[src/rdc_pkg.sv]
// Shared types, constants and the digit character map of the radix digit converter.
package rdc_pkg;

  localparam int unsigned BASE_W = 6;
  localparam logic [BASE_W-1:0] BASE_MIN = 6'd2;
  localparam logic [BASE_W-1:0] BASE_MAX = 6'd36;
  localparam logic [BASE_W-1:0] BASE_RESET = 6'd10;

  localparam int unsigned CHAR_W = 7;
  localparam int unsigned DCNT_W = 6;
  localparam int unsigned DIV_STEPS = 8;

  localparam logic REG_BASE = 1'b0;
  localparam logic REG_LSD_FIRST = 1'b1;

  localparam logic [CHAR_W-1:0] CHAR_ZERO = 7'd48;
  localparam logic [CHAR_W-1:0] CHAR_ALPHA_OFS = 7'd55;

  typedef struct packed {
    logic full;
    logic not_empty;
  } fifo_stat_t;

  function automatic logic [CHAR_W-1:0] digit_char(input logic [BASE_W-1:0] d);
    logic [CHAR_W-1:0] c;
    if (d < 6'd10) begin
      c = CHAR_ZERO + {1'b0, d};
    end else if (d < BASE_MAX) begin
      c = CHAR_ALPHA_OFS + {1'b0, d};
    end else begin
      c = CHAR_ZERO;
    end
    return c;
  endfunction

endpackage

[src/radix_digit_converter_top.sv]
// Top level of the radix digit converter: config registers, front, job queue, RAM, back.
//
// Input stream (s_axis): one unsigned value per item in tdata.
// Output stream (m_axis): one item per digit as an ASCII character
// ('0'-'9', 'A'-'Z'); tlast marks the final digit, which also carries the
// digit count. A zero value yields the single digit '0'.
// APB registers: 0x0 base (2..36, writes saturate, reset 10), 0x4 lsd_first
// (reset 0: most significant digit first). Write them only while idle.
// The front divides with a restoring divider that resolves 8 quotient bits
// per cycle, one digit per pass over the value, and writes each digit into
// the RAM. The back passes each digit through the RAM's registered read and
// a pending stage into the output register, and it issues no new read while
// a read is still pending.
// Two digit buffers in the RAM and a two-entry job queue let the front
// convert the next value while the back still emits the previous one.
// A stalled receiver holds the output register; once both buffers are
// full the input stalls. Reset empties the queue and restores the
// register defaults; no clearing pass is needed.
module radix_digit_converter_top #(
  parameter int unsigned VALUE_BITS = 32
) (
  input  logic                                 clk_i,
  input  logic                                 rst_ni,
  // s_axis_tdata: value
  input  logic                                 s_axis_tvalid,
  output logic                                 s_axis_tready,
  input  logic [((VALUE_BITS+7)/8)*8-1:0]      s_axis_tdata,
  // m_axis_tdata: digit_char[6:0], digit_count[12:7], zero pad
  output logic                                 m_axis_tvalid,
  input  logic                                 m_axis_tready,
  output logic [15:0]                          m_axis_tdata,
  output logic                                 m_axis_tlast,
  input  logic                                 psel,
  input  logic                                 penable,
  input  logic                                 pwrite,
  input  logic [2:0]                           paddr,
  input  logic [31:0]                          pwdata,
  output logic [31:0]                          prdata,
  output logic                                 pready
);
  import rdc_pkg::*;

  localparam int unsigned CW = $clog2(VALUE_BITS + 1);
  localparam int unsigned IW = $clog2(VALUE_BITS);
  localparam int unsigned JW = CW + 1;
  localparam int unsigned AW = IW + 1;
  localparam int unsigned DEPTH = 2 * (2 ** IW);

  logic [BASE_W-1:0] base_q, base_d;
  logic              lsd_first_q, lsd_first_d;
  logic              cfg_we;
  logic [BASE_W-1:0] wr_base;

  fifo_stat_t        fifo_stat;
  logic              job_push, job_pop;
  logic [JW-1:0]     push_job, head_job;
  logic              ram_we;
  logic [AW-1:0]     ram_waddr, ram_raddr;
  logic [BASE_W-1:0] ram_wdata, ram_rdata;
  logic [CHAR_W-1:0] digit_char_w;
  logic [DCNT_W-1:0] digit_count_w;

  assign pready  = 1'b1;
  assign cfg_we  = psel && penable && pwrite && pready;
  assign wr_base = pwdata[BASE_W-1:0];

  always_comb begin
    base_d      = base_q;
    lsd_first_d = lsd_first_q;
    if (cfg_we) begin
      case (paddr[2])
        REG_BASE: begin
          if (wr_base < BASE_MIN) begin
            base_d = BASE_MIN;
          end else if (wr_base > BASE_MAX) begin
            base_d = BASE_MAX;
          end else begin
            base_d = wr_base;
          end
        end
        REG_LSD_FIRST: lsd_first_d = pwdata[0];
        default: ;
      endcase
    end
  end

  always_ff @(posedge clk_i or negedge rst_ni) begin
    if (!rst_ni) begin
      base_q      <= BASE_RESET;
      lsd_first_q <= 1'b0;
    end else begin
      base_q      <= base_d;
      lsd_first_q <= lsd_first_d;
    end
  end

  assign prdata = (paddr[2] == REG_LSD_FIRST) ? {31'd0, lsd_first_q} : {26'd0, base_q};

  rdc_front #(.VALUE_BITS(VALUE_BITS)) u_front (
    .clk_i       (clk_i),
    .rst_ni      (rst_ni),
    .s_valid_i   (s_axis_tvalid),
    .s_ready_o   (s_axis_tready),
    .value_i     (s_axis_tdata[VALUE_BITS-1:0]),
    .base_i      (base_q),
    .lsd_first_i (lsd_first_q),
    .fifo_stat_i (fifo_stat),
    .push_o      (job_push),
    .push_job_o  (push_job),
    .ram_we_o    (ram_we),
    .ram_waddr_o (ram_waddr),
    .ram_wdata_o (ram_wdata)
  );

  rdc_job_fifo #(.WIDTH(JW)) u_job_fifo (
    .clk_i       (clk_i),
    .rst_ni      (rst_ni),
    .push_i      (job_push),
    .push_data_i (push_job),
    .pop_i       (job_pop),
    .head_o      (head_job),
    .stat_o      (fifo_stat)
  );

  rdc_ram #(.WIDTH(BASE_W), .DEPTH(DEPTH)) u_digit_ram (
    .clk_i   (clk_i),
    .we_i    (ram_we),
    .waddr_i (ram_waddr),
    .wdata_i (ram_wdata),
    .raddr_i (ram_raddr),
    .rdata_o (ram_rdata)
  );

  rdc_back #(.VALUE_BITS(VALUE_BITS)) u_back (
    .clk_i         (clk_i),
    .rst_ni        (rst_ni),
    .fifo_stat_i   (fifo_stat),
    .head_job_i    (head_job),
    .pop_o         (job_pop),
    .ram_raddr_o   (ram_raddr),
    .ram_rdata_i   (ram_rdata),
    .m_valid_o     (m_axis_tvalid),
    .m_ready_i     (m_axis_tready),
    .digit_char_o  (digit_char_w),
    .last_o        (m_axis_tlast),
    .digit_count_o (digit_count_w)
  );

  assign m_axis_tdata = {3'd0, digit_count_w, digit_char_w};

  a_no_push_when_full: assert property (@(posedge clk_i) disable iff (!rst_ni)
    job_push |-> !fifo_stat.full)
    else $error("job pushed into a full queue");

  a_no_pop_when_empty: assert property (@(posedge clk_i) disable iff (!rst_ni)
    job_pop |-> fifo_stat.not_empty)
    else $error("job popped from an empty queue");

  a_base_in_range: assert property (@(posedge clk_i) disable iff (!rst_ni)
    (base_q >= BASE_MIN) && (base_q <= BASE_MAX))
    else $error("base register out of range");

  a_accept_needs_room: assert property (@(posedge clk_i) disable iff (!rst_ni)
    (s_axis_tvalid && s_axis_tready) |=> !job_push)
    else $error("job pushed right after an item was accepted");

endmodule

[src/rdc_ram.sv]
// Generic single-write, single-read RAM with registered read data.
module rdc_ram #(
  parameter int unsigned WIDTH = 6,
  parameter int unsigned DEPTH = 64
) (
  input  logic                     clk_i,
  input  logic                     we_i,
  input  logic [$clog2(DEPTH)-1:0] waddr_i,
  input  logic [WIDTH-1:0]         wdata_i,
  input  logic [$clog2(DEPTH)-1:0] raddr_i,
  output logic [WIDTH-1:0]         rdata_o
);

  logic [WIDTH-1:0] mem [DEPTH];
  logic [WIDTH-1:0] rdata_q;

  always_ff @(posedge clk_i) begin
    if (we_i) begin
      mem[waddr_i] <= wdata_i;
    end
    rdata_q <= mem[raddr_i];
  end

  assign rdata_o = rdata_q;

endmodule

[src/rdc_job_fifo.sv]
// Two-entry queue of finished conversion jobs between front and back.
module rdc_job_fifo #(
  parameter int unsigned WIDTH = 7
) (
  input  logic                clk_i,
  input  logic                rst_ni,
  input  logic                push_i,
  input  logic [WIDTH-1:0]    push_data_i,
  input  logic                pop_i,
  output logic [WIDTH-1:0]    head_o,
  output rdc_pkg::fifo_stat_t stat_o
);
  import rdc_pkg::*;

  logic [WIDTH-1:0] data_q [2];
  logic             wr_ptr_q, wr_ptr_d;
  logic             rd_ptr_q, rd_ptr_d;
  logic [1:0]       cnt_q, cnt_d;

  always_comb begin
    wr_ptr_d = push_i ? ~wr_ptr_q : wr_ptr_q;
    rd_ptr_d = pop_i ? ~rd_ptr_q : rd_ptr_q;
    cnt_d = cnt_q;
    if (push_i && !pop_i) begin
      cnt_d = cnt_q + 2'd1;
    end else if (pop_i && !push_i) begin
      cnt_d = cnt_q - 2'd1;
    end
  end

  always_ff @(posedge clk_i or negedge rst_ni) begin
    if (!rst_ni) begin
      wr_ptr_q <= 1'b0;
      rd_ptr_q <= 1'b0;
      cnt_q    <= 2'd0;
    end else begin
      wr_ptr_q <= wr_ptr_d;
      rd_ptr_q <= rd_ptr_d;
      cnt_q    <= cnt_d;
    end
  end

  always_ff @(posedge clk_i) begin
    if (push_i) begin
      data_q[wr_ptr_q] <= push_data_i;
    end
  end

  assign head_o           = data_q[rd_ptr_q];
  assign stat_o.full      = cnt_q[1];
  assign stat_o.not_empty = (cnt_q != 2'd0);

endmodule

[src/rdc_front.sv]
// Front end: accepts values and divides them into digits, least significant first.
module rdc_front #(
  parameter int unsigned VALUE_BITS = 32
) (
  input  logic                                       clk_i,
  input  logic                                       rst_ni,
  input  logic                                       s_valid_i,
  output logic                                       s_ready_o,
  input  logic [VALUE_BITS-1:0]                      value_i,
  input  logic [rdc_pkg::BASE_W-1:0]                 base_i,
  input  logic                                       lsd_first_i,
  input  rdc_pkg::fifo_stat_t                        fifo_stat_i,
  output logic                                       push_o,
  output logic [$clog2(VALUE_BITS+1):0]              push_job_o,
  output logic                                       ram_we_o,
  output logic [$clog2(VALUE_BITS):0]                ram_waddr_o,
  output logic [rdc_pkg::BASE_W-1:0]                 ram_wdata_o
);
  import rdc_pkg::*;

  localparam int unsigned CW = $clog2(VALUE_BITS + 1);
  localparam int unsigned IW = $clog2(VALUE_BITS);
  localparam int unsigned CHUNKS = (VALUE_BITS + DIV_STEPS - 1) / DIV_STEPS;
  localparam int unsigned PADW = CHUNKS * DIV_STEPS;
  localparam int unsigned KW = (CHUNKS > 1) ? $clog2(CHUNKS) : 1;

  typedef enum logic {
    ST_IDLE,
    ST_DIV
  } state_e;

  state_e            state_q, state_d;
  logic [PADW-1:0]   div_q, div_d;
  logic [BASE_W-1:0] rem_q, rem_d;
  logic [KW-1:0]     chunk_q, chunk_d;
  logic [CW-1:0]     cnt_q, cnt_d;
  logic              slot_q, slot_d;

  logic [BASE_W:0]    r;
  logic [DIV_STEPS-1:0] qbits;
  logic [PADW-1:0]    quo;
  logic               last_chunk;

  // restoring division, DIV_STEPS quotient bits per cycle
  always_comb begin
    r = {1'b0, rem_q};
    qbits = '0;
    for (int i = 0; i < DIV_STEPS; i++) begin
      r = {r[BASE_W-1:0], div_q[PADW-1-i]};
      if (r >= {1'b0, base_i}) begin
        r = r - {1'b0, base_i};
        qbits[DIV_STEPS-1-i] = 1'b1;
      end
    end
  end

  assign quo = (div_q << DIV_STEPS) | PADW'(qbits);
  assign last_chunk = (chunk_q == KW'(CHUNKS - 1));

  always_comb begin
    state_d = state_q;
    div_d   = div_q;
    rem_d   = rem_q;
    chunk_d = chunk_q;
    cnt_d   = cnt_q;
    slot_d  = slot_q;
    push_o  = 1'b0;
    case (state_q)
      ST_IDLE: begin
        if (s_valid_i && !fifo_stat_i.full) begin
          div_d   = PADW'(value_i);
          rem_d   = '0;
          chunk_d = '0;
          cnt_d   = '0;
          state_d = ST_DIV;
        end
      end
      ST_DIV: begin
        div_d   = quo;
        rem_d   = r[BASE_W-1:0];
        chunk_d = chunk_q + KW'(1);
        if (last_chunk) begin
          cnt_d   = cnt_q + CW'(1);
          rem_d   = '0;
          chunk_d = '0;
          if (quo == '0) begin
            push_o  = 1'b1;
            slot_d  = ~slot_q;
            state_d = ST_IDLE;
          end
        end
      end
      default: state_d = ST_IDLE;
    endcase
  end

  always_ff @(posedge clk_i or negedge rst_ni) begin
    if (!rst_ni) begin
      state_q <= ST_IDLE;
      slot_q  <= 1'b0;
      chunk_q <= '0;
      cnt_q   <= '0;
    end else begin
      state_q <= state_d;
      slot_q  <= slot_d;
      chunk_q <= chunk_d;
      cnt_q   <= cnt_d;
    end
  end

  always_ff @(posedge clk_i) begin
    div_q <= div_d;
    rem_q <= rem_d;
  end

  assign s_ready_o   = (state_q == ST_IDLE) && !fifo_stat_i.full;
  assign push_job_o  = {lsd_first_i, cnt_d};
  assign ram_we_o    = (state_q == ST_DIV) && last_chunk;
  assign ram_waddr_o = {slot_q, cnt_q[IW-1:0]};
  assign ram_wdata_o = r[BASE_W-1:0];

endmodule

[src/rdc_back.sv]
// Back end: reads stored digits in the requested order and drives the result stream.
module rdc_back #(
  parameter int unsigned VALUE_BITS = 32
) (
  input  logic                              clk_i,
  input  logic                              rst_ni,
  input  rdc_pkg::fifo_stat_t               fifo_stat_i,
  input  logic [$clog2(VALUE_BITS+1):0]     head_job_i,
  output logic                              pop_o,
  output logic [$clog2(VALUE_BITS):0]       ram_raddr_o,
  input  logic [rdc_pkg::BASE_W-1:0]        ram_rdata_i,
  output logic                              m_valid_o,
  input  logic                              m_ready_i,
  output logic [rdc_pkg::CHAR_W-1:0]        digit_char_o,
  output logic                              last_o,
  output logic [rdc_pkg::DCNT_W-1:0]        digit_count_o
);
  import rdc_pkg::*;

  localparam int unsigned CW = $clog2(VALUE_BITS + 1);
  localparam int unsigned IW = $clog2(VALUE_BITS);
  localparam int unsigned EXT_W = CW + DCNT_W;

  logic [CW-1:0]     k_q, k_d;
  logic              slot_q, slot_d;
  logic              pend_q, pend_d;
  logic              pend_last_q, pend_last_d;
  logic [DCNT_W-1:0] pend_cnt_q, pend_cnt_d;
  logic              out_v_q, out_v_d;
  logic [CHAR_W-1:0] out_char_q, out_char_d;
  logic              out_last_q, out_last_d;
  logic [DCNT_W-1:0] out_cnt_q, out_cnt_d;

  logic [CW-1:0]    job_cnt;
  logic             job_lsd;
  logic [CW-1:0]    idx;
  logic             is_last;
  logic             issue;
  logic [EXT_W-1:0] cnt_ext;

  assign job_cnt = head_job_i[CW-1:0];
  assign job_lsd = head_job_i[CW];
  assign idx     = job_lsd ? k_q : (job_cnt - CW'(1) - k_q);
  assign is_last = (k_q == job_cnt - CW'(1));
  assign issue   = fifo_stat_i.not_empty && !pend_q && (!out_v_q || m_ready_i);
  assign cnt_ext = EXT_W'(job_cnt);

  always_comb begin
    k_d         = k_q;
    slot_d      = slot_q;
    pend_d      = 1'b0;
    pend_last_d = pend_last_q;
    pend_cnt_d  = pend_cnt_q;
    out_v_d     = out_v_q;
    out_char_d  = out_char_q;
    out_last_d  = out_last_q;
    out_cnt_d   = out_cnt_q;
    pop_o       = 1'b0;

    if (issue) begin
      pend_d      = 1'b1;
      pend_last_d = is_last;
      pend_cnt_d  = is_last ? cnt_ext[DCNT_W-1:0] : '0;
      if (is_last) begin
        k_d    = '0;
        slot_d = ~slot_q;
        pop_o  = 1'b1;
      end else begin
        k_d = k_q + CW'(1);
      end
    end

    if (pend_q) begin
      out_v_d    = 1'b1;
      out_char_d = digit_char(ram_rdata_i);
      out_last_d = pend_last_q;
      out_cnt_d  = pend_cnt_q;
    end else if (m_ready_i) begin
      out_v_d = 1'b0;
    end
  end

  always_ff @(posedge clk_i or negedge rst_ni) begin
    if (!rst_ni) begin
      k_q     <= '0;
      slot_q  <= 1'b0;
      pend_q  <= 1'b0;
      out_v_q <= 1'b0;
    end else begin
      k_q     <= k_d;
      slot_q  <= slot_d;
      pend_q  <= pend_d;
      out_v_q <= out_v_d;
    end
  end

  always_ff @(posedge clk_i) begin
    pend_last_q <= pend_last_d;
    pend_cnt_q  <= pend_cnt_d;
    out_char_q  <= out_char_d;
    out_last_q  <= out_last_d;
    out_cnt_q   <= out_cnt_d;
  end

  assign ram_raddr_o   = {slot_q, idx[IW-1:0]};
  assign m_valid_o     = out_v_q;
  assign digit_char_o  = out_char_q;
  assign last_o        = out_last_q;
  assign digit_count_o = out_cnt_q;

endmodule
[config.mk]
export PLATFORM = sky130hd
export DESIGN_NAME = radix_digit_converter_top
export DESIGN_NICKNAME = d
export VERILOG_FILES = /design/src/rdc_pkg.sv /design/src/radix_digit_converter_top.sv /design/src/rdc_ram.sv /design/src/rdc_job_fifo.sv /design/src/rdc_front.sv /design/src/rdc_back.sv
export SDC_FILE = /design/constraint.sdc
export NUM_CORES = 1
export LEC_CHECK = 0
export BUFFER_PORTS_ARGS = -buffer_cell sky130_fd_sc_hd__buf_4
export CAP_MARGIN = 25
export CELL_PAD_IN_SITES_DETAIL_PLACEMENT = 0
export CELL_PAD_IN_SITES_GLOBAL_PLACEMENT = 1
export CORE_MARGIN = 8
export CORE_UTILIZATION = 56
export CTS_CLUSTER_SIZE = 40
export DETAILED_ROUTE_END_ITERATION = 7
export GPL_ROUTABILITY_DRIVEN = 1
export PLACE_DENSITY = 0.86
export SETUP_SLACK_MARGIN = 0.05
export SKIP_LAST_GASP = 1
export SYNTH_ARGS = -nofsm -noshare
export SYNTH_HDL_FRONTEND = slang
export SYNTH_HIERARCHICAL = 1
export SYNTH_SLANG_ARGS = --single-unit
[constraint.sdc]
create_clock -name clk_i -period 36.1 [get_ports clk_i]
set_input_delay 10.83 -clock clk_i [delete_from_list [all_inputs] [get_ports clk_i]]
set_output_delay 10.83 -clock clk_i [all_outputs]
set_load 0.05 [all_outputs]
# After elaboration in Yosys (flattened, before gate mapping)
# Memories as Yosys holds them, arrays and structs flattened. A register that Yosys moved wholly into a read port is not among the register bits.
# Cells that the tools add are included.
[op_classes] muxes=52 n_eq_ne=3 n_reduce_logical=23 bitwise_logic=7 magnitude_cmp=12 addsub=17
[op_table] op="two-way mux 6 bit" count=16
[op_table] op="one-hot mux 32 bit (2 select lines)" count=1
[op_table] op=">= comparator 7 x 6 -> 1 bit" count=8
[op_table] op="subtractor 6 bit" count=8
[op_table] op="logical NOT 32 bit" count=1
[op_table] op="two-way mux 32 bit" count=1
[op_table] op="bitwise OR 32 x 8 -> 32 bit" count=1
[op_table] op="one-hot mux 6 bit (2 select lines)" count=2
[op_table] op="two-way mux 1 bit" count=23
[op_table] op="adder 6 x 6 -> 7 bit, first input constant" count=2
[op_table] op="two-way mux 7 bit" count=2
[op_table] op="adder 6 x 1 -> 6 bit, second input constant" count=2
[op_table] op="logical AND 1 bit" count=9
[op_table] op="two-way mux 2 bit" count=4
[op_table] op="equality test 6 bit" count=1
[op_table] op="> comparator 6 bit, second input constant" count=1
[op_table] op="less-than comparator 6 x 2 -> 1 bit, second input constant" count=1
[op_table] op="less-than comparator 6 x 4 -> 1 bit, second input constant" count=1
[op_table] op="less-than comparator 6 bit, second input constant" count=1
[op_table] op="NOT 1 bit" count=6
[op_table] op="AND reduction 2 bit" count=3
[op_table] op="nonzero test 2 bit" count=3
[op_table] op="subtractor 6 x 1 -> 6 bit, second input constant" count=1
[op_table] op="logical NOT 1 bit" count=5
[op_table] op="other kinds (10)" count=11
[totals] input_bits=74 regBits=89 out_inout_bits=52 wordCells=136 memories=2 ram_bits=398
[memory_table] memory="u_digit_ram.mem" words=64 width=6 read_ports=1 rd_clocked_by_memory_dff=1 wr=1 line_no="rdc_ram.sv:14" rtl="logic [WIDTH-1:0] mem [DEPTH];"
[memory_table] memory="u_job_fifo.data_q" words=2 width=7 read_ports=1 rd_clocked_by_memory_dff=0 wr=1 line_no="rdc_job_fifo.sv:15" rtl="logic [WIDTH-1:0] data_q [2];"

# Logic depth before layout (Yosys ltp)
# Gate-level depths: netlist of the first run.
[logic_depth] depth_word=25 ltp_mapped=83 depth_no_buf=80

# Cells and area by module
# Netlist of the first run, hierarchy kept.
[by_module_without_submodules] module="rdc_ram" seq_area_each_um2=11651.2 area_each_um2=15225.9 n_inst=1 cells_per_inst=720
[by_module_without_submodules] module="rdc_front" seq_area_each_um2=1391.3 area_each_um2=4897.2 n_inst=1 cells_per_inst=513
[by_module_without_submodules] module="rdc_back" seq_area_each_um2=855.8 area_each_um2=1691.6 n_inst=1 cells_per_inst=147
[by_module_without_submodules] module="rdc_job_fifo" seq_area_each_um2=520.5 area_each_um2=726.9 n_inst=1 cells_per_inst=38
[by_module_without_submodules] module="radix_digit_converter_top" seq_area_each_um2=177.7 area_each_um2=639.4 n_inst=1 cells_per_inst=68

# Worst setup path before layout of the first run
# OpenSTA, ideal clock, no wires.
[synth_path] path_kind="input port to output port" start="input port paddr[2]" end="output port prdata[0]" slack_ns=14.006 n_path_buf=0 t_arrival_ns=11.264 required_ns=25.270 stages=1 cell_sequence="mux2_2"
[synth_via] elab_chain_len=1
[synth_lines] item="from (decl)" line_no="radix_digit_converter_top.sv:36" rtl="input logic [2:0] paddr,"
[synth_lines] item="two-way mux 6 bit" line_no="radix_digit_converter_top.sv:97" rtl="assign prdata = (paddr[2] == REG_LSD_FIRST) ? {31'd0, lsd_first_q} : {26'd0, base_q};"
[synth_lines] item="to (decl)" line_no="radix_digit_converter_top.sv:38" rtl="output logic [31:0] prdata,"
# Every way passes these cells.

# Worst setup path after layout of the first run
# Same ends and word-level chain as after synthesis.

==> reports/results.ini, run 1 <==
[run_status]
status=completed

[routing]
wl_met3_mm=3.40
first_iter_violations=1234
vias_per_cell=6.15
firstDrtPassIters=6
drc=0
wirelength_mm=50.1
vias=13126
antenna_left=0
route.met2.wl_mm=25.0
wl_per_cell_um=23.5
wl_met1_mm=20.6
dr.max_layer_used=met4

[worst_setup_path]
crit_family=multiplexers
cp_max_fo=8
rrSetupSlack_ps=15380
worst_path_most_repeated_cell=buf_4
ff2ff_path_depth=74
crit_cells=3
path_class=primary input to primary output
arrival_ps=11480
worstPathRequired_ps=25270
crit_buf_inv=2
worstSetupStartpointType=primary input
r2r_start=base_q[1]
slowest_delay_ps=340
slowest_stage=mux2_2
critical_path.cell_chain=buf_4 > mux2_2 > buf_4
r2r_end=u_job_fifo/data_q[0][0]
crit_path_start=paddr[2]
endpoint_kind=primary output

[synth]
synthFlopType=edfxtp_1
synth.area.top_cells=edfxtp_1, mux4_2, ha_1
postSynth.asyncResetShare_pct=6.09
synth_top_family_by_area=multiplexers
postSynthAreaPerCell_um2=15.6
synth_top_area_share_pct=59.2
postSynthCellCount=1486
ys_seq_elements=493
syn_area_um2=23200
yosysWarnings=6
synthXorXnorAreaFrac_pct=1.58
yosysMostFrequentCell=edfxtp_1
yosys.area_share.simple_pct=7.43
synth_compound_area_share_pct=6.50
post_synth_mux_area_share_pct=13.8
synth_largest_area_cell=edfxtp_1
synth_edf_count=457
synth_fa_ha_area_share_pct=4.12
ys_seq_area_share_pct=63.0
synthTopCellsByCount=edfxtp_1, nor2_1, mux4_2
netlist-cell-type-count=90

[final_layout]
drive_gt1_share_pct=22.3
area_growth_pct=11.0
post-route-util_pct=63.0
n_antenna_cell=0
final_nets=1708

[min_path]
holdPathStages=0
worstHoldEndpoint=u_back/last_o
min_path_type=flop to flop
min_from=u_back/pend_last_q

[die]
die_width_um=219
rows=74
io_pins=126
die_area_um2=48200
die_h_um=219
core_um2=40800
initial_core_util_pct=56.8

[sta]
rsz0062_at_grt=no
slew_viol_final=0
post-route-min-period_ps=22310
setup_viol=0
clock.fmax_ghz=0.0448
holdWs_ps=419
tightest_slew_ps=898
max_slew_margin_pct=40.1
fin_tns_setup_ps=0
skew_ps=12.7
finalHoldViolCount=0
post-route-period-util_pct=61.8

[place]
port_buffers=67
place_congestion=0.837
place.detailed.hpwl_mm=32.8

[clocking]
cts_sinks=493
cts.clk_slew.worst_paths_ps=60
htreeDepth=2
clk_latency_ps=570
root_buffer=clkbuf_16
cts_tree=yes
cts_inserted_buffers=48
clock_path_buffers=3
hold_buffers=0
cts_resized=0
cts_setup_buffers=0

[grt]
antenna_found_initial=0
grt_pass1_wl_mm=77.7
grt_max_degree=66
grt-ovfl-total=0
grt_usage_pct=21.0
grt_pass1_vias=13372

[flow_run]
cap_violations=0

==> layout by cell type, fill, tap and decap left out, types with 9 or more instances in the layout <==
cell type / n
fa_1: 9
a211oi_1: 13
and2_1: 9
o21ai_1: 9
nor3_1: 13
a21oi_1: 36
ha_1: 62
nor4_1: 9
nor2_1: 110
mux2_2: 57
nand3_1: 27
mux2i_1: 29
o22ai_1: 17
o21ai_0: 37
mux4_2: 87
nand2b_1: 16
clkbuf_16: 49
a21o_1: 19
nand2_1: 47
dfrtp_1: 28
nor2b_1: 27
buf_4: 81
xor2_1: 18
o221ai_1: 9
nand4_1: 10
clkinv_1: 16
xnor2_1: 20
edfxtp_1: 457
conb_1: 30
inv_1: 60
==> stage by stage <==
step,instance area [um^2],cells,worst slack [ps]
after floorplan,23300,1514,14010
final,25700,2134,13790
after CTS,25600,2128,13790
after global routing,25700,2134,13770
after global placement,24000,2037,13810
after detailed placement,24000,2039,13790
==> state kept, by name (all words and copies together) (netlist names) <==
name,cells
u_back/digit_char_o,7
u_front/slot_q,1
u_front/chunk_q,2
u_front/div_q,32
u_back/k_q,6
u_front/cnt_q,6
u_back/slot_q,1
u_back/last_o,1
u_digit_ram/rdata_o,6
base_q,6
u_job_fifo/rd_ptr_q,1
u_job_fifo/data_q,14
u_back/digit_count_o,6
lsd_first_q,1
u_front/rem_q,6
u_digit_ram/mem,384
u_back/pend_last_q,1
u_back/pend_cnt_q,6
u_job_fifo/wr_ptr_q,1
u_back/pend_q,1
u_front/state_q,1
u_job_fifo/cnt_q,2
u_back/m_valid_o,1
==> metal layers <==
metal	vias to the layer above	GRT usage (%)
li1	5899	-
met1	6600	28.1
met2	550	35.4
met3	77	2.81
met4	0	6.74
met5	-	0
==> worst max-delay path by stage <==
stage | end | slack [ps]
floorplan | prdata[0] | 14010
global placement | prdata[0] | 13810
detailed placement | prdata[0] | 13790
CTS | prdata[0] | 13790
global route | prdata[0] | 13770
finish | prdata[0] | 13790
==> cells by family after synthesis <==
group	after synthesis
compound gates	216
xor+xnor	40
fa+ha+maj	71
buf+inv	150
flops	493
mux	189
other cells	2
simple gates	325
==> worst reg2reg max path: cells and delay by family, from the launching register on <==
family / cells / cell delay, ps
AND/OR/NAND/NOR: 10 / 2210
buffers and inverters: 6 / 1160
AO/OA/AOI/OAI: 42 / 10510
adder cells (fa/ha/maj): 8 / 2510
flip-flops: 1 / 760
multiplexers: 8 / 3210
==> final cells by class <==
type,instances,area (um^2)
fill,2914,15100
tap,532,666
clock buffer,54,1250
multi-input combinational,871,7910
timing repair buffer,88,728
sequential,493,14600
clock inverter,35,338
inverter,61,229
Power of run 1 is left out: the tool's default activity adds up to more than one toggle a clock period on the data nets, which glitch-free logic cannot reach.
==> run 2, diff against run 1 <==
Settings changed: ABC_AREA from default to 1, CORE_UTILIZATION 56 to 49, PLACE_DENSITY 0.86 to 0.81.
Clock period 36.1 ns to 21.3 ns, I/O delays scaled along.
==> reports/results.ini, run 2 <==
[clocking]
cts.clk_slew.worst_paths_ps=60  ; about the same
cts_resized=0  ; unchanged
cts_inserted_buffers=50  ; was 48
cts_setup_buffers=0  ; unchanged
root_buffer=clkbuf_16  ; unchanged
hold_buffers=0  ; unchanged
cts_tree=yes  ; unchanged
cts_sinks=493  ; unchanged
htreeDepth=2  ; unchanged
clock_path_buffers=3  ; unchanged
clk_latency_ps=590  ; was 570 ps

[sta]
max_slew_margin_pct=32.0  ; was 40.1%
tightest_slew_ps=1020  ; was 898 ps
fin_ws_ps=6180  ; was 13790 ps
slew_viol_final=0  ; unchanged
skew_ps=22.8  ; was 12.7 ps
clock.fmax_ghz=0.0661
rsz0062_at_grt=no  ; unchanged
fin_tns_setup_ps=0  ; unchanged
post-route-period-util_pct=71.0
finalHoldViolCount=0  ; unchanged
setup_viol=0  ; unchanged
post-route-min-period_ps=15120

[final_layout]
final_nets=2585  ; was 1708
drive_gt1_share_pct=10.4  ; was 22.3%
final_cell_mix=nand2_1, edfxtp_1, nand3_1, inv_1, nor2_1  ; was edfxtp_1, nor2_1, mux4_2, buf_4, ha_1
largest_reg_flops=384  ; unchanged
final_common_cell=nand2_1  ; was edfxtp_1
largest_register=u_digit_ram/mem  ; unchanged
n_antenna_cell=0  ; unchanged
area_growth_pct=10.4  ; was 11.0%
reg_top3=u_digit_ram/mem x384, u_front/div_q x32, u_job_fifo/data_q x14  ; unchanged

[die]
core_um2=48800  ; was 40800 um^2
die_width_um=238  ; was 219 um
io_pins=126  ; unchanged
initial_core_util_pct=49.6  ; was 56.8%
rows=81  ; was 74
die_area_um2=56900  ; was 48200 um^2
die_h_um=238  ; was 219 um

[synth]
netlist-cell-type-count=51  ; was 90
postSynthCellCount=2400  ; was 1486
ys_seq_area_share_pct=60.2  ; was 63.0%
ys_seq_elements=493  ; unchanged
synth_largest_area_cell=edfxtp_1  ; unchanged
yosysMostFrequentCell=nand2_1  ; was edfxtp_1
syn_area_um2=24200  ; was 23200 um^2
synth_top_area_share_pct=56.6  ; was 59.2%
synth_edf_count=457  ; unchanged
postSynth.asyncResetShare_pct=6.09  ; unchanged
synth.area.top_cells=edfxtp_1, nand2_1, nand3_1  ; was edfxtp_1, mux4_2, ha_1
synthTopCellsByCount=nand2_1, edfxtp_1, nand3_1  ; was edfxtp_1, nor2_1, mux4_2
yosysWarnings=6  ; unchanged
synthFlopType=edfxtp_1  ; unchanged
postSynthAreaPerCell_um2=10.1  ; was 15.6 um^2

[worst_setup_path]
crit_path_start=base_q[1]  ; was paddr[2]
crit_cells=86  ; was 3
worstPathRequired_ps=21510  ; was 25270 ps
r2r_start=base_q[1]  ; unchanged
endpoint_kind=flop  ; was primary output
path_class=flop to flop  ; was primary input to primary output
worst_path_most_repeated_cell=nand2_1  ; was buf_4
arrival_ps=15320  ; was 11480 ps
cp_max_fo=13  ; was 8
worstSetupStartpointType=flop  ; was primary input
crit_buf_inv=13  ; was 2
slowest_stage=dfstp_2  ; was mux2_2
ff2ff_path_depth=86  ; was 74
slowest_delay_ps=770  ; was 340 ps
crit_family=simple AND/OR/NAND/NOR gates  ; was multiplexers

[grt]
grt_max_degree=91  ; was 66
grt_usage_pct=19.5  ; was 21.0%
antenna_found_initial=0  ; unchanged
grt_pass1_vias=16155  ; was 13372
grt_pass1_wl_mm=87.6  ; was 77.7 mm
grt-ovfl-total=0  ; unchanged

[place]
place_congestion=0.887  ; was 0.837
pre_cts_ws_ps=6180  ; was 13790 ps
place.detailed.hpwl_mm=36.0  ; was 32.8 mm
port_buffers=67  ; unchanged

[routing]
wl_met3_mm=2.76  ; was 3.40 mm
vias_per_cell=5.33  ; was 6.15
firstDrtPassIters=5  ; was 6
route.met2.wl_mm=28.2  ; was 25.0 mm
wl_per_cell_um=17.9  ; was 23.5 um
vias=16745  ; was 13126
wirelength_mm=56.3  ; was 50.1 mm
antenna_left=0  ; unchanged
drc=0  ; unchanged
first_iter_violations=1336  ; was 1234
dr.max_layer_used=met4  ; unchanged
wl_met1_mm=23.5  ; was 20.6 mm

[min_path]
holdPathStages=0  ; unchanged
min_from=u_back/pend_cnt_q[2]  ; was u_back/pend_last_q
min_path_type=flop to flop  ; unchanged

[run_status]
status=completed  ; unchanged

[flow_run]
cap_violations=0  ; unchanged

[run 2: cell types whose count changed in the layout (fill, tap and decap cells not counted), sizes merged, moves of 16 or more]
cell | before | now
nor2b | 27 | 0
nand2 | 47 | 767
mux2i | 31 | 0
inv | 63 | 188
mux4 | 93 | 0
a21o | 20 | 1
mux2 | 65 | 7
nand2b | 16 | 0
nand3 | 27 | 409
nor2 | 110 | 129
[run 2: worst reg2reg max path: cells and delay by family, from the launching register on]
family	cells	cell delay, ps
and+or+nand+nor	38	4940
AOI/OAI and AO/OA	27	4850
adders and majority gates	8	2710
buffers and inverters	13	1450
DFF	1	770
[run 2: kinds of logic after synthesis]
group | count (synthesis) | share of synthesized area, %
AO/OA/AOI/OAI | 117 | 2.80
XOR/XNOR | 39 | 1.41
adder cells (fa/ha/maj) | 71 | 3.94
buffers and inverters | 320 | 6.17
flip-flops | 493 | 60.2
multiplexers | 7 | 0.433
other | 2 | 0.0310
AND/OR/NAND/NOR | 1351 | 25.0
[run 2: worst paths after layout]
kind	to	slack, ps
setup reg to reg	u_job_fifo/data_q[0][2]	6180
hold reg to reg	u_back/digit_count_o[2]	420
max in group asynchronous	base_q[3]	15220
hold / removal	u_back/digit_count_o[2]	420
setup / recovery	u_job_fifo/data_q[0][2]	6180
min in group asynchronous	u_back/pend_q	5730
[run 2: stage by stage]
| step | util [%] | area, um^2 | hold slack (ps) | std cells |
|---|---|---|---|---|
| 3_3_place_gp | 51.4 | 25100 | 403 | 3046 |
| 2_1_floorplan | - | 24400 | 400 | 2428 |
| 3_5_place_dp | 51.5 | 25100 | 406 | 3052 |
| 5_1_grt | 54.8 | 26800 | 424 | 3144 |
| 4_1_cts | 54.8 | 26800 | 420 | 3144 |
| 6_report | 54.8 | 26800 | 422 | 3144 |
[run 2: layout make-up]
type                       instances  area, um^2
clock buffer                      64        1350
multi-input combinational       1615        8310
clock inverter                    28         287
fill                            4261       22100
sequential                       493       14600
inverter                         185         697
timing repair buffer              95         704
tap                              664         831
[run 2: metal layers]
metal / GRT usage, % / vias to the layer above
met3: 2.70 / 104
li1: - / 8170
met4: 7.39 / 0
met2: 33.9 / 444
met5: 0 / -
met1: 24.5 / 8027
Power of run 2 is left out for the same reason.
